**config.mk**
```make
export PLATFORM = sky130hd
export DESIGN_NAME = spf_mul
export DESIGN_NICKNAME = d
export VERILOG_FILES = /design/src/hdl/spf_pkg.sv /design/src/hdl/spf_mul.sv
export SDC_FILE = /design/constraint.sdc
export NUM_CORES = 1
export LEC_CHECK = 0
export BUFFER_PORTS_ARGS = -buffer_cell sky130_fd_sc_hd__buf_4
export CAP_MARGIN = 5
export CELL_PAD_IN_SITES_DETAIL_PLACEMENT = 1
export CELL_PAD_IN_SITES_GLOBAL_PLACEMENT = 1
export CORE_MARGIN = 4
export CORE_UTILIZATION = 55
export DETAILED_ROUTE_END_ITERATION = 10
export PLACE_DENSITY_LB_ADDON = 0.1
export SYNTH_ARGS = -nofsm -noshare
export SYNTH_HDL_FRONTEND = slang
export SYNTH_SLANG_ARGS = --single-unit
export TNS_END_PERCENT = 30
```
**constraint.sdc**
```tcl
create_clock -name i_clk -period 15.96 [get_ports i_clk]
set_input_delay 0.798 -clock i_clk [delete_from_list [all_inputs] [get_ports i_clk]]
set_output_delay 0.798 -clock i_clk [all_outputs]
set_load 0.05 [all_outputs]
```
**src/hdl/spf_pkg.sv**
```systemverilog
`default_nettype none
package spf_pkg;

    localparam int SMP_W      = 24;
    localparam int CFG_IDX_W  = 3;
    localparam int CFG_DATA_W = 32;
    localparam int MUL_A_W    = 25;
    localparam int MUL_B_W    = 19;
    localparam int MUL_P_W    = MUL_A_W + MUL_B_W;

    typedef logic signed [SMP_W-1:0] t_smp;
    typedef logic [CFG_IDX_W-1:0]    t_cfg_idx;

    // Register indexes.
    localparam t_cfg_idx CFG_PHASER_STEP  = 3'd0;
    localparam t_cfg_idx CFG_PHASER_DEPTH = 3'd1;
    localparam t_cfg_idx CFG_FLANGE_STEP  = 3'd2;
    localparam t_cfg_idx CFG_FLANGE_DEPTH = 3'd3;
    localparam t_cfg_idx CFG_ECHO_DELAY   = 3'd4;
    localparam t_cfg_idx CFG_FEEDBACK     = 3'd5;
    localparam t_cfg_idx CFG_MIX          = 3'd6;

    // Horner coefficients of the quarter-wave sine series.
    localparam logic [17:0] SIN_C0 = 18'd307;
    localparam logic [17:0] SIN_C1 = 18'd5223;
    localparam logic [17:0] SIN_C2 = 18'd42334;
    localparam logic [17:0] SIN_C3 = 18'd102944;
    localparam logic [14:0] SIN_MAX = 15'd32767;

    localparam logic signed [18:0] UNITY    = 19'sd65536;
    localparam logic signed [17:0] HALF     = 18'sd32768;
    localparam logic signed [18:0] PH_SCALE = 19'sd13107;

    localparam logic signed [47:0] SMP_MAX = 48'sd8388607;
    localparam logic signed [47:0] SMP_MIN = -48'sd8388608;

    function automatic t_smp sat24(input logic signed [47:0] v);
        t_smp r;
        if (v > SMP_MAX) begin
            r = t_smp'(SMP_MAX);
        end else if (v < SMP_MIN) begin
            r = t_smp'(SMP_MIN);
        end else begin
            r = t_smp'(v);
        end
        return r;
    endfunction

endpackage
`default_nettype wire

```
**src/hdl/spf_mul.sv**
```systemverilog
`default_nettype none
module spf_mul (
    input  logic                                i_clk,
    input  logic signed [spf_pkg::MUL_A_W-1:0]  i_a,
    input  logic signed [spf_pkg::MUL_B_W-1:0]  i_b,
    output logic signed [spf_pkg::MUL_P_W-1:0]  o_prod
);
    import spf_pkg::*;

    // Signed multiplier with its product registered.
    always_ff @(posedge i_clk) begin
        o_prod <= i_a * i_b;
    end
endmodule
`default_nettype wire

```
# Word-level counts from Yosys, hierarchy flattened
# Index checks and enable logic that the tools add are counted.
[classes]
mul = 1
[op_table]
columns = ["op", "n"]
rows = [
  ["multiplier 25 x 19 -> 44 bit", 1],
]
[word_totals]
in_bits = 45
register_bits = 44

# Longest topological paths before layout
[logic_depth]
ltp_word = 1
mapped_depth = 24

# Worst setup path after synthesis
# No wires, ideal clock.
[synth_timing]
kind = "in2reg"
from = "input port i_a[24] (netlist bit)"
to = "register o_prod[42] (netlist bit)"
required_ns = 15.865
path_stages = 23
arrival_time_ns = 7.005
slack_ns = 8.859
path_cell_list = "clkbuf_1 -> clkbuf_1 -> nand2_1 -> inv_1 -> fa_1 -> inv_1 -> fa_1 -> fa_1 -> inv_1 -> fa_1 -> fa_1 -> fa_1 -> ha_1 -> ha_1 -> clkbuf_1 -> a21oi_1 -> nor2b_1 -> nor2_1 -> nand3b_1 -> a311o_1 -> and3_4 -> o31a_1 -> o311ai_1"
[synth_between]
elab_chain_len = 1
[synth_lines]
columns = ["element", "line_no", "source"]
rows = [
  ["start, declared", "spf_mul.sv:4", "input logic signed [spf_pkg::MUL_A_W-1:0] i_a,"],
  ["multiplier 25 x 19 -> 44 bit", "spf_mul.sv:12", "o_prod <= i_a * i_b;"],
  ["end signal, assigned", "spf_mul.sv:12", ""],
  ["end, declared", "spf_mul.sv:6", "output logic signed [spf_pkg::MUL_P_W-1:0] o_prod"],
]
# No other way between the ends.

# Worst setup path after layout
[layout_timing]
from = "input port i_b[1] (netlist bit)"
to = "register o_prod[42] (netlist bit)"
[layout_between]
elab_chain_len = 1
[layout_lines]
columns = ["element", "line_no", "source"]
rows = [
  ["start, declared", "spf_mul.sv:5", "input logic signed [spf_pkg::MUL_B_W-1:0] i_b,"],
  ["multiplier 25 x 19 -> 44 bit", "spf_mul.sv:12", ""],
]
# No other way between the ends.

==> qor.yml <==
syn-mean-instance-area_um2: 9.37
place_hpwl_mm: 41.3
routedWlPerCell_um: 21.8
timing.critical_path.from_type: "primary input"
count_of_hold_buffers_inserted_by_post_cts_repair: 0
via_count: 13015
mappedNetlistNets: 2546
flip_flop_and_latch_count_after_synthesis: 44
gr-total-overflow: 0
cts_made_buffers: 5
grt_antenna_before_repair: 0
postSynth.asyncResetShare_pct: 0
final-setup-viol-count: 0
filler_cell_count: 3631
most_area_hungry_cell_type_in_the_yosys_netlist: "sky130_fd_sc_hd__fa_1"
yosys_warnings: 0
netlist_instances: 1905
commonest_non_fill_non_tap_cells_in_the_layout: "sky130_fd_sc_hd__fa_1, sky130_fd_sc_hd__inv_1, sky130_fd_sc_hd__nand2_1"
timing_worst_setup_path_type: "primary input to flop"
numClockSinks: 44
largest_reg_flops: 44
layout-drive-gt1-share_pct: 5.64
top_level_ports: 89
tns_ns: 0
instances_no_fill: 2349
place_congestion: 0.850
worstMarginPinSlew_ns: 0.602
vertical_die_dimension_um: 188
yosysTopAreaCellShare_pct: 52.8
io_buffers: 88
arrival_ns: 7.64
final_antenna_net_count: 0
post_synth_edffs: 0
layout-area-overhead-vs-synth_pct: 5.87
grt_setup_unrepaired: "false"
cts_tree: "built"
coreArea_um2: 31800
drt_first_iter_violations: 570
pre_cts_slack_ns: 8.22
hold_end: "o_prod[0]"
timing.slew.headroom_pct: 59.6
critical_path_required_ns: 16.17
status: "finished, final reports clean"
routed_via_density: 5.54
synth.cell_area_um2: 17800
die_area_um2: 35400
remaining_drc_errors: 0
report.final.slew_viol_count: 0
drtPass1Iterations: 5
setup_slack_ns: 8.53
final_period_minus_worst_setup_slack_ns: 7.43
initial_core_util_pct: 56.1
placedCellCount: 2341
layout.nets: 2554
largestRegisters: "o_prod (44)"
endpoint_kind: "flop"
n_antenna_cell: 0
synth.lib_cells_used.distinct: 56
drt-total-wl_mm: 51.3
holdPathStages: 2
post_cts_resized: 0
most_common_cell_after_layout_fill_and_taps_aside: "sky130_fd_sc_hd__fa_1"
cts_htree_levels: 2
worst-path-max-fanout: 25
floorplan.rows: 65
die_w_um: 188
grt_start_max_net_pins: 26
cap_viol_max_count: 0
postCtsSetupBuffers: 0
finalCritPeriodShare_pct: 46.5
min-delay-path-class: "primary input to flop"
first_global_vias: 15649
yosys-top-cells-area: "sky130_fd_sc_hd__fa_1, sky130_fd_sc_hd__inv_1, sky130_fd_sc_hd__ha_1"
clk_transition_reported_paths_ns: 0.07
grtUsageTotal_pct: 30.0
grt_first_pass_wirelength_mm: 82.6
top_register: "o_prod"
cts_buffer_depth: 2
ctsRootBufferMaster: "sky130_fd_sc_hd__clkbuf_16"
finalHoldViolCount: 0
synth_seq_area_share_pct: 4.94
dominant_register_cell_in_the_synthesized_netlist: "sky130_fd_sc_hd__dfxtp_1"
achievable-frequency_mhz: 135
hold_path.startpoint: "i_a[0]"
## cells in the mapped netlist (10+ instances only)
library cell               number
sky130_fd_sc_hd__a21o_1        10
sky130_fd_sc_hd__a21oi_1       37
sky130_fd_sc_hd__and2_1       217
sky130_fd_sc_hd__clkbuf_1      81
sky130_fd_sc_hd__dfxtp_1       44
sky130_fd_sc_hd__fa_1         471
sky130_fd_sc_hd__ha_1         125
sky130_fd_sc_hd__inv_1        455
sky130_fd_sc_hd__nand2_1      254
sky130_fd_sc_hd__nor2_1        49
sky130_fd_sc_hd__nor3_1        10
sky130_fd_sc_hd__o21ai_0       13
sky130_fd_sc_hd__xnor2_1       31
sky130_fd_sc_hd__xor2_1        13
## metal layers
layer	track usage, %	up-vias	routed length, um
met5	0	-	0
met4	17.0	0	3740
met3	3.28	194	2070
met2	56.9	428	28300
met1	32.4	6867	17200
li1	-	5526	-
## how the worst max path moves through the flow
stage	start	to	slack (ns)	depth (start not counted)
3_5_place_dp	i_b[1]	o_prod[42]	8.22	21
2_1_floorplan	i_a[24]	o_prod[42]	8.86	23
6_report	i_b[1]	o_prod[42]	8.53	21
4_1_cts	i_b[1]	o_prod[42]	8.52	21
3_3_place_gp	i_b[1]	o_prod[42]	8.53	21
5_1_grt	i_b[1]	o_prod[42]	8.24	21
## kinds of logic after synthesis
logic type / count (synthesis) / share of synthesized area, %
fa+ha+maj: 596 / 61.6
simple gates: 563 / 15.4
buf+inv: 544 / 11.5
compound gates: 114 / 4.39
xor+xnor: 44 / 2.16
flops: 44 / 4.94
## critical path: stages
cell and delay [ns]:
sky130_fd_sc_hd__buf_4 0.27, sky130_fd_sc_hd__nand2_1 0.14, sky130_fd_sc_hd__inv_1 0.15, sky130_fd_sc_hd__fa_1 0.45
sky130_fd_sc_hd__inv_1 0.19, sky130_fd_sc_hd__fa_1 0.50, sky130_fd_sc_hd__fa_1 0.79, sky130_fd_sc_hd__inv_1 0.32
sky130_fd_sc_hd__fa_1 0.53, sky130_fd_sc_hd__fa_1 0.59, sky130_fd_sc_hd__fa_1 0.44, sky130_fd_sc_hd__ha_1 0.21
sky130_fd_sc_hd__ha_1 0.40, sky130_fd_sc_hd__a21oi_1 0.23, sky130_fd_sc_hd__nor2b_1 0.07, sky130_fd_sc_hd__nor2_1 0.16
sky130_fd_sc_hd__nand3b_1 0.16, sky130_fd_sc_hd__a311o_1 0.44, sky130_fd_sc_hd__and3_4 0.20, sky130_fd_sc_hd__o31a_1 0.31
sky130_fd_sc_hd__o311ai_1 0.25
## per-stage QoR
| stage | util (%) | cell area [um2] | hold WS, ns |
|---|---|---|---|
| after floorplan | - | 17800 | 0.920 |
| after global placement | 58.9 | 18700 | 1.25 |
| after detailed placement | 58.9 | 18700 | 1.25 |
| after CTS | 59.4 | 18900 | 0.953 |
| after global routing | 59.4 | 18900 | 0.947 |
| final | 59.4 | 18900 | 0.956 |
## layout make-up
cell class              instances  area (um2)  share of cell area (%)
well taps                     435         544                    2.88
multi-input cells            1317       14900                    78.9
clock buffers                   5         125                   0.662
inverters                     455        1710                    9.04
clock inverters                 3        50.0                   0.265
repair buffers                 90         676                    3.58
flip-flops and latches         44         881                    4.66
Power is not shown: default switching activity piles up to over one toggle a cycle in this logic, so the estimate is an artifact.
